===== config.mk =====
export PLATFORM = sky130hd
export DESIGN_NAME = single_wire_humidity_sensor_reader_flat
export DESIGN_NICKNAME = d
export VERILOG_FILES = /design/src/rtl/core/swh_pkg.sv /design/src/rtl/core/swh_in_if.sv /design/src/rtl/core/swh_out_if.sv /design/src/rtl/core/swh_cfg_if.sv /design/src/rtl/core/single_wire_humidity_sensor_reader.sv /design/src/flat_wrapper.sv
export VERILOG_INCLUDE_DIRS = /design/src /design/src/rtl/core
export SDC_FILE = /design/constraint.sdc
export NUM_CORES = 1
export LEC_CHECK = 0
export BUFFER_PORTS_ARGS = -buffer_cell sky130_fd_sc_hd__buf_4
export CORE_MARGIN = 2
export CORE_UTILIZATION = 66
export DETAILED_ROUTE_END_ITERATION = 7
export HOLD_SLACK_MARGIN = 0.08
export PLACE_DENSITY_LB_ADDON = 0.08
export REMOVE_ABC_BUFFERS = 1
export SYNTH_ARGS = -nofsm -noshare
export SYNTH_HDL_FRONTEND = slang
export SYNTH_SLANG_ARGS = --single-unit

===== constraint.sdc =====
create_clock -name clk -period 5.22 [get_ports clk]
set_clock_uncertainty 0.05 [all_clocks]
set_input_delay 0.261 -clock clk [delete_from_list [all_inputs] [get_ports clk]]
set_output_delay 0.261 -clock clk [all_outputs]
set_load 0.03 [all_outputs]

===== src/rtl/core/single_wire_humidity_sensor_reader_defines.svh =====
// assertion macros for the single-wire humidity sensor reader
`ifndef SINGLE_WIRE_HUMIDITY_SENSOR_READER_DEFINES_SVH
`define SINGLE_WIRE_HUMIDITY_SENSOR_READER_DEFINES_SVH

`ifndef SYNTH
// property must hold on every clock edge out of reset
`define SWH_ASSERT(label, clk, rst_n, prop, msg) \
	label: assert property (@(posedge clk) disable iff (!(rst_n)) (prop)) else $error(msg);
// antecedent implies consequent in the same cycle
`define SWH_ASSERT_IMPL(label, clk, rst_n, ante, cons, msg) \
	label: assert property (@(posedge clk) disable iff (!(rst_n)) (ante) |-> (cons)) \
		else $error(msg);
// antecedent implies consequent in the next cycle
`define SWH_ASSERT_NEXT(label, clk, rst_n, ante, cons, msg) \
	label: assert property (@(posedge clk) disable iff (!(rst_n)) (ante) |=> (cons)) \
		else $error(msg);
`else
`define SWH_ASSERT(label, clk, rst_n, prop, msg)
`define SWH_ASSERT_IMPL(label, clk, rst_n, ante, cons, msg)
`define SWH_ASSERT_NEXT(label, clk, rst_n, ante, cons, msg)
`endif

`endif


===== src/rtl/core/swh_pkg.sv =====
`timescale 1ns / 1ps
`default_nettype none

package swh_pkg;

	// configuration register indexes
	typedef enum logic [2:0] {
		REG_START_LOW_TICKS      = 3'd0,
		REG_RESPONSE_FIRST_WAIT  = 3'd1,
		REG_RESPONSE_SECOND_WAIT = 3'd2,
		REG_BIT_SAMPLE_TICKS     = 3'd3,
		REG_FRAME_BYTES          = 3'd4
	} cfg_reg_t;

	localparam int unsigned CFG_INDEX_W = 3;
	localparam int unsigned CFG_DATA_W  = 16;

	// response status codes
	typedef enum logic [1:0] {
		RESP_NONE = 2'd0,
		RESP_OK   = 2'd1,
		RESP_BAD  = 2'd2
	} resp_status_t;

	// register reset values
	localparam logic [15:0] START_LOW_TICKS_RST      = 16'd18000;
	localparam logic [15:0] RESPONSE_FIRST_WAIT_RST  = 16'd40;
	localparam logic [15:0] RESPONSE_SECOND_WAIT_RST = 16'd80;
	localparam logic [15:0] BIT_SAMPLE_TICKS_RST     = 16'd40;
	localparam logic [3:0]  FRAME_BYTES_RST          = 4'd5;

endpackage

`default_nettype wire


===== src/rtl/core/swh_in_if.sv =====
`timescale 1ns / 1ps
`default_nettype none

// input item channel: one tick with pin sample, or a start request
interface swh_in_if;
	logic valid;
	logic ready;
	logic action;
	logic pin_level;

	modport source (output valid, output action, output pin_level, input ready);
	modport sink (input valid, input action, input pin_level, output ready);
endinterface

`default_nettype wire


===== src/rtl/core/swh_out_if.sv =====
`timescale 1ns / 1ps
`default_nettype none

// result channel
interface swh_out_if;
	logic       valid;
	logic       ready;
	logic       drive_low;
	logic       response_valid;
	logic [1:0] response_status;
	logic       byte_valid;
	logic [7:0] byte_value;
	logic       last_byte;

	modport source (
		output valid, output drive_low, output response_valid, output response_status,
		output byte_valid, output byte_value, output last_byte, input ready
	);
	modport sink (
		input valid, input drive_low, input response_valid, input response_status,
		input byte_valid, input byte_value, input last_byte, output ready
	);
endinterface

`default_nettype wire


===== src/rtl/core/swh_cfg_if.sv =====
`timescale 1ns / 1ps
`default_nettype none

// configuration write channel
interface swh_cfg_if;
	import swh_pkg::*;
	logic                   valid;
	logic                   ready;
	logic [CFG_INDEX_W-1:0] index;
	logic [CFG_DATA_W-1:0]  data;

	modport source (output valid, output index, output data, input ready);
	modport sink (input valid, input index, input data, output ready);
endinterface

`default_nettype wire


===== src/rtl/core/single_wire_humidity_sensor_reader.sv =====
`timescale 1ns / 1ps
`default_nettype none
// channel   direction  payload
// item      in         action, pin_level
// result    out        drive_low, response_valid, response_status,
//                      byte_valid, byte_value, last_byte
// cfg       in         index (3 bits), data (16 bits), always ready
//
// one item per cycle unless the result stalls; each item passes an input
// register, then the protocol state machine computes its result into
// the output register, which presents it on the result channel.
// arst_n clears the state machine, counters and valid flags and loads
// the register defaults. a stalled result holds both stages; the input
// register still takes an item while the output waits if it is empty.

`include "single_wire_humidity_sensor_reader_defines.svh"

module single_wire_humidity_sensor_reader (
	input  wire logic  clk,
	input  wire logic  arst_n,
	swh_in_if.sink     item,
	swh_out_if.source  result,
	swh_cfg_if.sink    cfg
);
	import swh_pkg::*;

	typedef enum logic [2:0] {
		PH_IDLE        = 3'd0,
		PH_START_LOW   = 3'd1,
		PH_WAIT_FIRST  = 3'd2,
		PH_WAIT_SECOND = 3'd3,
		PH_WAIT_FALL   = 3'd4,
		PH_BIT_HIGH    = 3'd5,
		PH_BIT_DELAY   = 3'd6,
		PH_BIT_LOW     = 3'd7
	} phase_t;

	// configuration registers
	logic [15:0] start_low_ticks_q;
	logic [15:0] response_first_wait_q;
	logic [15:0] response_second_wait_q;
	logic [15:0] bit_sample_ticks_q;
	logic [3:0]  frame_bytes_q;

	// input stage
	logic valid_s1;
	logic action_s1;
	logic pin_s1;

	// protocol state
	phase_t       phase_q, phase_d;
	logic [15:0]  tick_q, tick_d, tick_inc;
	logic [7:0]   shift_q, shift_d;
	logic [2:0]   bit_q, bit_d;
	logic [3:0]   bytes_q, bytes_d;
	resp_status_t pend_q, pend_d;

	// result computed from the input stage
	logic         resp_valid_d;
	resp_status_t resp_status_d;
	logic         byte_valid_d;
	logic [7:0]   byte_value_d;
	logic         last_byte_d;
	logic         fin_bit, rep_resp;

	// output register
	logic         out_valid_q;
	logic         drive_low_q;
	logic         resp_valid_q;
	resp_status_t resp_status_q;
	logic         byte_valid_q;
	logic [7:0]   byte_value_q;
	logic         last_byte_q;

	logic advance;

	// stage moves when the output register is free or being drained
	assign advance    = !out_valid_q || result.ready;
	assign item.ready = !valid_s1 || advance;
	assign cfg.ready  = 1'b1;

	// configuration writes
	always_ff @(posedge clk or negedge arst_n) begin
		if (!arst_n) begin
			start_low_ticks_q      <= START_LOW_TICKS_RST;
			response_first_wait_q  <= RESPONSE_FIRST_WAIT_RST;
			response_second_wait_q <= RESPONSE_SECOND_WAIT_RST;
			bit_sample_ticks_q     <= BIT_SAMPLE_TICKS_RST;
			frame_bytes_q          <= FRAME_BYTES_RST;
		end else if (cfg.valid) begin
			unique case (cfg.index)
				REG_START_LOW_TICKS:      start_low_ticks_q      <= cfg.data;
				REG_RESPONSE_FIRST_WAIT:  response_first_wait_q  <= cfg.data;
				REG_RESPONSE_SECOND_WAIT: response_second_wait_q <= cfg.data;
				REG_BIT_SAMPLE_TICKS:     bit_sample_ticks_q     <= cfg.data;
				REG_FRAME_BYTES:          frame_bytes_q          <= cfg.data[3:0];
				default: ;
			endcase
		end
	end

	// input register
	always_ff @(posedge clk or negedge arst_n) begin
		if (!arst_n) begin
			valid_s1 <= 1'b0;
		end else if (item.ready) begin
			valid_s1 <= item.valid;
		end
	end

	always_ff @(posedge clk) begin
		if (item.valid && item.ready) begin
			action_s1 <= item.action;
			pin_s1    <= item.pin_level;
		end
	end

	assign tick_inc = tick_q + 16'd1;

	// next state and result for the item in the input stage
	always_comb begin
		phase_d       = phase_q;
		tick_d        = tick_q;
		shift_d       = shift_q;
		bit_d         = bit_q;
		bytes_d       = bytes_q;
		pend_d        = pend_q;
		resp_valid_d  = 1'b0;
		resp_status_d = RESP_NONE;
		byte_valid_d  = 1'b0;
		byte_value_d  = 8'd0;
		last_byte_d   = 1'b0;
		fin_bit       = 1'b0;
		rep_resp      = 1'b0;

		if (action_s1) begin
			phase_d = PH_START_LOW;
			tick_d  = 16'd0;
			shift_d = 8'd0;
			bit_d   = 3'd0;
			bytes_d = 4'd0;
			pend_d  = RESP_NONE;
		end else begin
			unique case (phase_q)
				PH_IDLE: ;
				PH_START_LOW: begin
					tick_d = tick_inc;
					if (tick_inc >= start_low_ticks_q) begin
						phase_d = PH_WAIT_FIRST;
						tick_d  = 16'd0;
					end
				end
				PH_WAIT_FIRST: begin
					tick_d = tick_inc;
					if (tick_inc >= response_first_wait_q) begin
						tick_d = 16'd0;
						if (!pin_s1) begin
							phase_d = PH_WAIT_SECOND;
						end else begin
							pend_d  = RESP_NONE;
							phase_d = PH_WAIT_FALL;
						end
					end
				end
				PH_WAIT_SECOND: begin
					tick_d = tick_inc;
					if (tick_inc >= response_second_wait_q) begin
						tick_d = 16'd0;
						if (pin_s1) begin
							pend_d  = RESP_OK;
							phase_d = PH_WAIT_FALL;
						end else begin
							pend_d   = RESP_BAD;
							rep_resp = 1'b1;
						end
					end
				end
				PH_WAIT_FALL: begin
					rep_resp = !pin_s1;
				end
				PH_BIT_HIGH: begin
					if (pin_s1) begin
						phase_d = PH_BIT_DELAY;
						tick_d  = 16'd0;
					end
				end
				PH_BIT_DELAY: begin
					tick_d = tick_inc;
					if (tick_inc >= bit_sample_ticks_q) begin
						tick_d = 16'd0;
						if (pin_s1) begin
							shift_d[~bit_q] = 1'b1;
							phase_d         = PH_BIT_LOW;
						end else begin
							fin_bit = 1'b1;
						end
					end
				end
				PH_BIT_LOW: begin
					fin_bit = !pin_s1;
				end
			endcase

			// response report once the wire is low
			if (rep_resp) begin
				resp_valid_d  = 1'b1;
				resp_status_d = pend_d;
				if (pend_d == RESP_OK) begin
					phase_d = PH_BIT_HIGH;
					bit_d   = 3'd0;
					bytes_d = 4'd0;
					shift_d = 8'd0;
				end else begin
					phase_d = PH_IDLE;
				end
			end

			// end of bit, byte delivered after the eighth
			if (fin_bit) begin
				if (bit_q == 3'd7) begin
					byte_valid_d = 1'b1;
					byte_value_d = shift_d;
					bytes_d      = bytes_q + 4'd1;
					if (bytes_d >= frame_bytes_q) begin
						last_byte_d = 1'b1;
						phase_d     = PH_IDLE;
					end else begin
						phase_d = PH_BIT_HIGH;
					end
					bit_d   = 3'd0;
					shift_d = 8'd0;
				end else begin
					bit_d   = bit_q + 3'd1;
					phase_d = PH_BIT_HIGH;
				end
			end
		end
	end

	// state and output register
	always_ff @(posedge clk or negedge arst_n) begin
		if (!arst_n) begin
			phase_q     <= PH_IDLE;
			tick_q      <= 16'd0;
			shift_q     <= 8'd0;
			bit_q       <= 3'd0;
			bytes_q     <= 4'd0;
			pend_q      <= RESP_NONE;
			out_valid_q <= 1'b0;
		end else if (advance) begin
			out_valid_q <= valid_s1;
			if (valid_s1) begin
				phase_q <= phase_d;
				tick_q  <= tick_d;
				shift_q <= shift_d;
				bit_q   <= bit_d;
				bytes_q <= bytes_d;
				pend_q  <= pend_d;
			end
		end
	end

	always_ff @(posedge clk) begin
		if (advance && valid_s1) begin
			drive_low_q   <= (phase_d == PH_START_LOW);
			resp_valid_q  <= resp_valid_d;
			resp_status_q <= resp_status_d;
			byte_valid_q  <= byte_valid_d;
			byte_value_q  <= byte_value_d;
			last_byte_q   <= last_byte_d;
		end
	end

	assign result.valid           = out_valid_q;
	assign result.drive_low       = drive_low_q;
	assign result.response_valid  = resp_valid_q;
	assign result.response_status = resp_status_q;
	assign result.byte_valid      = byte_valid_q;
	assign result.byte_value      = byte_value_q;
	assign result.last_byte       = last_byte_q;

	// checks
	`SWH_ASSERT_NEXT(a_stage_to_out, clk, arst_n, advance && valid_s1, out_valid_q, "item in input stage lost")
	`SWH_ASSERT_IMPL(a_drive_phase, clk, arst_n, out_valid_q && drive_low_q, phase_q == PH_START_LOW, "drive_low without start phase")
	`SWH_ASSERT_IMPL(a_one_event, clk, arst_n, out_valid_q, !(resp_valid_q && byte_valid_q), "response and byte in one result")
	`SWH_ASSERT_IMPL(a_last_has_byte, clk, arst_n, out_valid_q && last_byte_q, byte_valid_q, "last_byte without a byte")
	`SWH_ASSERT_IMPL(a_bad_ends, clk, arst_n, out_valid_q && resp_valid_q && resp_status_q != RESP_OK, phase_q == PH_IDLE, "failed response left block busy")

endmodule

`default_nettype wire

===== src/flat_wrapper.sv =====
// flat-port wrapper written by rule: the top's interface ports become plain ports
module single_wire_humidity_sensor_reader_flat import swh_pkg::*;
  (clk, arst_n, item_valid, item_action, item_pin_level, item_ready, result_valid, result_drive_low, result_response_valid, result_response_status, result_byte_valid, result_byte_value, result_last_byte, result_ready, cfg_valid, cfg_index, cfg_data, cfg_ready);
  swh_in_if item_i ();
  swh_out_if result_i ();
  swh_cfg_if cfg_i ();
  input  wire logic clk;
  input  wire logic arst_n;
  input wire logic [$bits(item_i.valid)-1:0] item_valid;
  input wire logic [$bits(item_i.action)-1:0] item_action;
  input wire logic [$bits(item_i.pin_level)-1:0] item_pin_level;
  output wire logic [$bits(item_i.ready)-1:0] item_ready;
  output wire logic [$bits(result_i.valid)-1:0] result_valid;
  output wire logic [$bits(result_i.drive_low)-1:0] result_drive_low;
  output wire logic [$bits(result_i.response_valid)-1:0] result_response_valid;
  output wire logic [$bits(result_i.response_status)-1:0] result_response_status;
  output wire logic [$bits(result_i.byte_valid)-1:0] result_byte_valid;
  output wire logic [$bits(result_i.byte_value)-1:0] result_byte_value;
  output wire logic [$bits(result_i.last_byte)-1:0] result_last_byte;
  input wire logic [$bits(result_i.ready)-1:0] result_ready;
  input wire logic [$bits(cfg_i.valid)-1:0] cfg_valid;
  input wire logic [$bits(cfg_i.index)-1:0] cfg_index;
  input wire logic [$bits(cfg_i.data)-1:0] cfg_data;
  output wire logic [$bits(cfg_i.ready)-1:0] cfg_ready;
  assign item_i.valid = item_valid;
  assign item_i.action = item_action;
  assign item_i.pin_level = item_pin_level;
  assign item_ready = item_i.ready;
  assign result_valid = result_i.valid;
  assign result_drive_low = result_i.drive_low;
  assign result_response_valid = result_i.response_valid;
  assign result_response_status = result_i.response_status;
  assign result_byte_valid = result_i.byte_valid;
  assign result_byte_value = result_i.byte_value;
  assign result_last_byte = result_i.last_byte;
  assign result_i.ready = result_ready;
  assign cfg_i.valid = cfg_valid;
  assign cfg_i.index = cfg_index;
  assign cfg_i.data = cfg_data;
  assign cfg_ready = cfg_i.ready;
  single_wire_humidity_sensor_reader u_core (.clk(clk), .arst_n(arst_n), .item(item_i), .result(result_i), .cfg(cfg_i));
endmodule

### Word-level counts from Yosys, hierarchy flattened

Cells that the tools add are included.

| operators by class | value |
|---|---|
| $add $sub $neg | 3 |
| order comparisons | 7 |
| equal/unequal tests | 15 |
| muxes and demuxes | 59 |
| bitwise operators | 5 |
| reduce and logical (&&, ||, !) cells | 23 |

Operator list:

| cell | number |
|---|---|
| two-way mux 16 bit | 6 |
| case mux 16 bit (5 select lines) | 1 |
| greater-or-equal comparator 16 bit | 4 |
| two-way mux 8 bit | 8 |
| two-way mux 3 bit | 19 |
| two-way mux 4 bit | 5 |
| == test 3 bit, second input constant | 6 |
| adder 16 x 1 -> 16 bit, second input constant | 1 |
| case mux 3 bit (5 select lines) | 1 |
| == test 3 x 2 -> 1 bit, second input constant | 4 |
| two-way mux 2 bit | 6 |
| AND reduction 2 bit | 6 |
| == test 3 x 1 -> 1 bit, second input constant | 3 |
| two-way mux 1 bit | 9 |
| bitwise OR 8 bit | 1 |
| AND reduction 4 bit | 2 |
| nonzero test 3 bit | 2 |
| nonzero test 6 bit | 1 |
| adder 4 x 1 -> 4 bit, second input constant | 1 |
| greater-or-equal comparator 4 bit | 1 |
| less-than comparator 3 x 4 -> 1 bit, second input constant | 1 |
| case mux 1 bit (2 select lines) | 2 |
| case mux 2 bit (2 select lines) | 1 |
| OR reduction 2 bit | 2 |
| 12 further kinds | 19 |

| storage, ports and cells | value |
|---|---|
| flip-flop bits (word level) | 122 |
| logic and storage cells | 133 |

### Logic depth before layout (Yosys ltp)

| logic depth | value |
|---|---|
| word-level depth | 14 |
| mapped depth | 17 |

### Least setup slack after synthesis

OpenSTA, ideal clock, no wires.

| timing | value |
|---|---|
| path kind | register to register |
| start point | register u_core.tick_q[2] |
| end point | register u_core.drive_low_q, in the netlist u_core.result.drive_low (data pin) |
| setup time | 190 ps |
| arrival | 3284 ps |
| required time | 4980 ps |
| slack | 1696 ps |
| stages on the path, launching flop included | 17 |
| buffers on the path | 0 |
| period minus slack after synthesis | 3524 ps |
| cell sequence | dfrtp_1 -> and3_1 -> nand3_1 -> nor2_1 -> and3_1 -> nand3_1 -> nor2_1 -> xor2_1 -> ha_1 -> and4_1 -> and2_1 -> a22o_1 -> a31oi_4 -> nor3_1 -> nor2_1 -> o21ai_1 -> a2111oi_2 |

| between the ends | value |
|---|---|
| word-level cells in the longest chain between the ends | 11 |
| elaborated cells on any way between the ends | 26 |
| those cells by class | 1 x add/sub; 4 x order compare; 2 x eq/ne; 19 x mux |

RTL lines:

| element | line | source |
|---|---|---|
| from (decl) | single_wire_humidity_sensor_reader.sv:52 | `logic [15:0] tick_q, tick_d, tick_inc;` |
| from (signal assigned) | single_wire_humidity_sensor_reader.sv:254 | `tick_q <= tick_d;` |
| adder 16 x 1 -> 16 bit * | single_wire_humidity_sensor_reader.sv:118 | `assign tick_inc = tick_q + 16'd1;` |
| greater-or-equal comparator 16 bit, on equally long branches | single_wire_humidity_sensor_reader.sv:167, single_wire_humidity_sensor_reader.sv:155 |  |
| two-way mux 2 bit, on equally long branches | single_wire_humidity_sensor_reader.sv:167, single_wire_humidity_sensor_reader.sv:155 |  |
| case mux 2 bit (2 select lines) | single_wire_humidity_sensor_reader.sv:144 | `unique case (phase_q)` |
| two-way mux 2 bit | single_wire_humidity_sensor_reader.sv:136 | `if (action_s1) begin` |
| == test 2 x 1 -> 1 bit | single_wire_humidity_sensor_reader.sv:208 | `if (pend_d == RESP_OK) begin` |
| two-way mux 3 bit | single_wire_humidity_sensor_reader.sv:208 |  |
| two-way mux 3 bit | single_wire_humidity_sensor_reader.sv:205 | `if (rep_resp) begin` |
| two-way mux 3 bit * | single_wire_humidity_sensor_reader.sv:219 | `if (fin_bit) begin` |
| two-way mux 3 bit * | single_wire_humidity_sensor_reader.sv:136 |  |
| == test 3 x 1 -> 1 bit * | single_wire_humidity_sensor_reader.sv:265 | `drive_low_q <= (phase_d == PH_START_LOW);` |
| to (signal assigned) | single_wire_humidity_sensor_reader.sv:265 |  |
| to (decl) | single_wire_humidity_sensor_reader.sv:68 | `logic drive_low_q;` |

Every way passes the cells marked *; elsewhere a longest branch is shown, timed or not. The select of a mux whose other input is x is not followed.
A chain may end at the register's enable or synchronous reset.

### Worst setup path in the final report

| timing | value |
|---|---|
| start point | register u_core.tick_q[2] |
| end point | register u_core.tick_q[6] |

| between the ends | value |
|---|---|
| word-level cells in the longest chain between the ends | 5 |
| elaborated cells on any way between the ends | 11 |
| those cells by class | 1 x add/sub; 4 x order compare; 6 x mux |

RTL lines:

| element | line |
|---|---|
| adder 16 x 1 -> 16 bit * | single_wire_humidity_sensor_reader.sv:118 |
| greater-or-equal comparator 16 bit, on equally long branches | n/a |
| two-way mux 16 bit, on equally long branches | n/a |
| case mux 16 bit (5 select lines) * | single_wire_humidity_sensor_reader.sv:144 |
| two-way mux 16 bit * | single_wire_humidity_sensor_reader.sv:136 |

Every way passes the cells marked *; elsewhere a longest branch is shown, timed or not.

==> results.yml <==
outcome:
  status: "finished clean"
route:
  dr.pass1.iters: 5
  drc: 0
  drt_iter0_drc: 460
  vias: 5595
  wl_met3_um: 888
  wl_per_cell_um: 17.26
  top_layer_used: "met4"
  drt-vias-per-instance: 5.939
  wl_met2_um: 7857
  drt.antenna.violating_nets: 0
  wl_met1_um: 7203
  finalWirelength_um: 16260
sta:
  hold_viol_final: 0
  finalHoldWorstSlack_ns: 0.1432
  max_freq_ghz: 0.2424
  fin_setup_tns_ns: 0
  setup_viol: 0
  fin_crit_sh: 0.7904
  worst_pin_slew_ns: 1.140
  rsz0062_at_grt: "false"
  final-max-slew-violation-count: 0
  min_period_ns: 4.126
  maxSlewHeadroom: 0.2400
yosys:
  yosysWarnings: 0
  ys.flop_type: "dfrtp_1"
  synth_seq_area_share: 0.4516
  synth_seq_cells: 122
  synth.distinct_cells: 63
  synth_area_leader_cell: "dfrtp_1"
  synth_enable_flop_cells: 16
  syn-mean-instance-area_um2: 9.580
  synthTopCellsByCount: "nand2_1, dfrtp_1, inv_1"
  yosysTopAreaCellShare: 0.3337
  synthMostInstantiatedCell: "nand2_1"
  synth.area.top_cells: "dfrtp_1, ha_1, edfxtp_1"
  syn_area_um2: 6974
  synthCells: 728
  async_flop_share: 0.8689
floorplan:
  initial_core_util: 0.6786
  die_w_um: 106.8
  ios: 43
  placementRows: 37
  die_h_um: 106.8
  die-area_um2: 11410
  core_um2: 10280
critical_path:
  crit_type: "reg2reg"
  crit_slowest_cell: "dfrtp_1"
  worstPathRequired_ns: 5.65
  cp_slowest_stage_delay_ns: 0.41
  crit_chain: "and3_1, nand3_1, nor2_1, and3_1, nand3_1, or2_2, nand2_1, ha_1, a211oi_1, nor2_1, a211o_1, a311o_1, mux2i_1, o211ai_1, a21oi_1, a21o_1"
  crit_buf_inv: 0
  path_max_fanout: 8
  cp_top_family: "compound AO/OA/AOI/OAI gates"
  endpoint_kind: "flip-flop"
  start_kind: "flip-flop"
  crit_arrival_ns: 4.56
placement:
  gp_routability_congestion: 0.9255
  dp_hpwl_um: 11130
  numPortBuffers: 41
clocking:
  cts-buffers-inserted: 17
  clock-sinks: 122
  clk_pin_slew_worst_paths_ns: 0.06
  clk_path_buf_depth: 2
  h-tree-depth: 4
  cts_tree: "built"
  cts_setup_buffers: 0
  clock-root-buffer: "clkbuf_8"
  clock_latency_ns: 0.54
job:
  max_cap_violations: 0
global_route:
  grt_first_pass_wirelength_um: 27100
  grt_pass1_vias: 5635
  groute.usage.overall: 0.3063
  antenna_found_initial: 0
  grt_overflow_total: 0
  grt_max_degree: 67
hold_path:
  min_path_type: "in2reg"
power:
  ir_worst_vdd_mv: 0.2839
  p_per_area_nw_per_um2: 335.5
  power_mw: 2.740
  cellLeakagePower_nw: 3.937
cells_and_area:
  area_growth_syn_to_layout_pct: 17.10
  multi_input_area_um2: 3466
  diodes: 0
  fillers: 678
  nNetsFinal: 891
  drive_gt1_frac: 0.1452
  regArea_um2: 3149
flip-flops by register name, indices dropped and copies added (netlist names), 3 cells and up:
name                           flops
u_core.bit_sample_ticks_q         16
u_core.response_first_wait_q      16
u_core.response_second_wait_q     16
u_core.start_low_ticks_q          16
u_core.tick_q                     16
u_core.result.byte_value           8
u_core.shift_q                     8
u_core.bytes_q                     4
u_core.frame_bytes_q               4
u_core.bit_q                       3
u_core.phase_q                     3
placed cells by master, fill, tap and decap left out, types with 17 or more instances in the layout:
cell | Yosys | layout
ha_1 | 72 | 72
o21ai_0 | 68 | 68
nand3_1 | 17 | 17
dfrtp_1 | 93 | 93
mux2_2 | 21 | 21
buf_4 | 1 | 44
nand2_1 | 94 | 94
inv_1 | 73 | 73
a21oi_1 | 42 | 42
nor2_1 | 43 | 42
dlygate4sd3_1 | 0 | 24
stage by stage:
step | area (um^2) | std cells | util | setup WS, ns
2_1_floorplan | 6885 | 706 | - | 1.698
3_3_place_gp | 7393 | 886 | 0.7194 | 1.339
3_5_place_dp | 7393 | 886 | 0.7194 | 1.247
4_1_cts | 8167 | 942 | 0.7946 | 1.200
5_1_grt | 8167 | 942 | 0.7946 | 0.7930
6_report | 8167 | 942 | 0.7946 | 1.094
per-layer routing:
layer / global-route usage / vias to the layer above
met5: 0 / -
met4: 0.1132 / 0
met3: 0.06991 / 35
met2: 0.4968 / 195
met1: 0.4045 / 2686
li1: - / 2679
worst paths after layout:
path	startpoint	endpoint	slack, ns	depth (start not counted)
hold / removal	cfg_index[2]	u_core.frame_bytes_q[2]	0.14	5
max in group asynchronous	arst_n	u_core.tick_q[7]	3.68	3
hold reg to reg	u_core.valid_s1	u_core.result.valid	0.45	1
setup / recovery	u_core.tick_q[2]	u_core.tick_q[6]	1.09	16
setup reg to reg	u_core.tick_q[2]	u_core.tick_q[6]	1.09	16
min in group asynchronous	arst_n	u_core.bit_sample_ticks_q[11]	0.18	2
power breakdown:
part | switching [mW] | internal [mW] | total (mW) | leakage, nW
Sequential | 0.0575 | 1.11 | 1.17 | 1.48
Combinational | 0.313 | 0.211 | 0.524 | 2.20
Clock | 0.392 | 0.658 | 1.05 | 0.264
cells by family after synthesis:
logic type / after synthesis / synth area share
AO/OA/AOI/OAI: 188 / 0.1701
flip-flops: 122 / 0.4516
multiplexers: 27 / 0.04324
adder cells (fa/ha/maj): 72 / 0.1292
XOR/XNOR: 9 / 0.01130
buffers and inverters: 96 / 0.05257
other: 1 / 0.0005377
AND/OR/NAND/NOR: 213 / 0.1415
area by class of cell:
type,count,share of cell area
inverters,74,0.03401
flip-flops and latches,122,0.3856
repair buffers,68,0.06986
clock inverters,2,0.001226
clock buffers,30,0.06404
well taps,136,0.02084
multi-input cells,510,0.4244
worst reg2reg max path, cell delays in order, from the launching register on:
cell	delay, ns
dfrtp_1	0.41
and3_1	0.18
nand3_1	0.10
nor2_1	0.19
and3_1	0.24
nand3_1	0.14
or2_2	0.32
nand2_1	0.17
ha_1	0.28
a211oi_1	0.28
nor2_1	0.08
a211o_1	0.26
a311o_1	0.35
mux2i_1	0.23
o211ai_1	0.35
a21oi_1	0.30
a21o_1	0.11
repair_timing:
| item | in CTS | in global routing |
|---|---|---|
| hold buffers | 24 | 0 |
| hold endpoints to repair | 114 | 0 |
| setup endpoints to repair | 0 | 0 |
| resized for setup | 0 | 0 |
No activity file was read; power rests on OpenSTA's default activity.
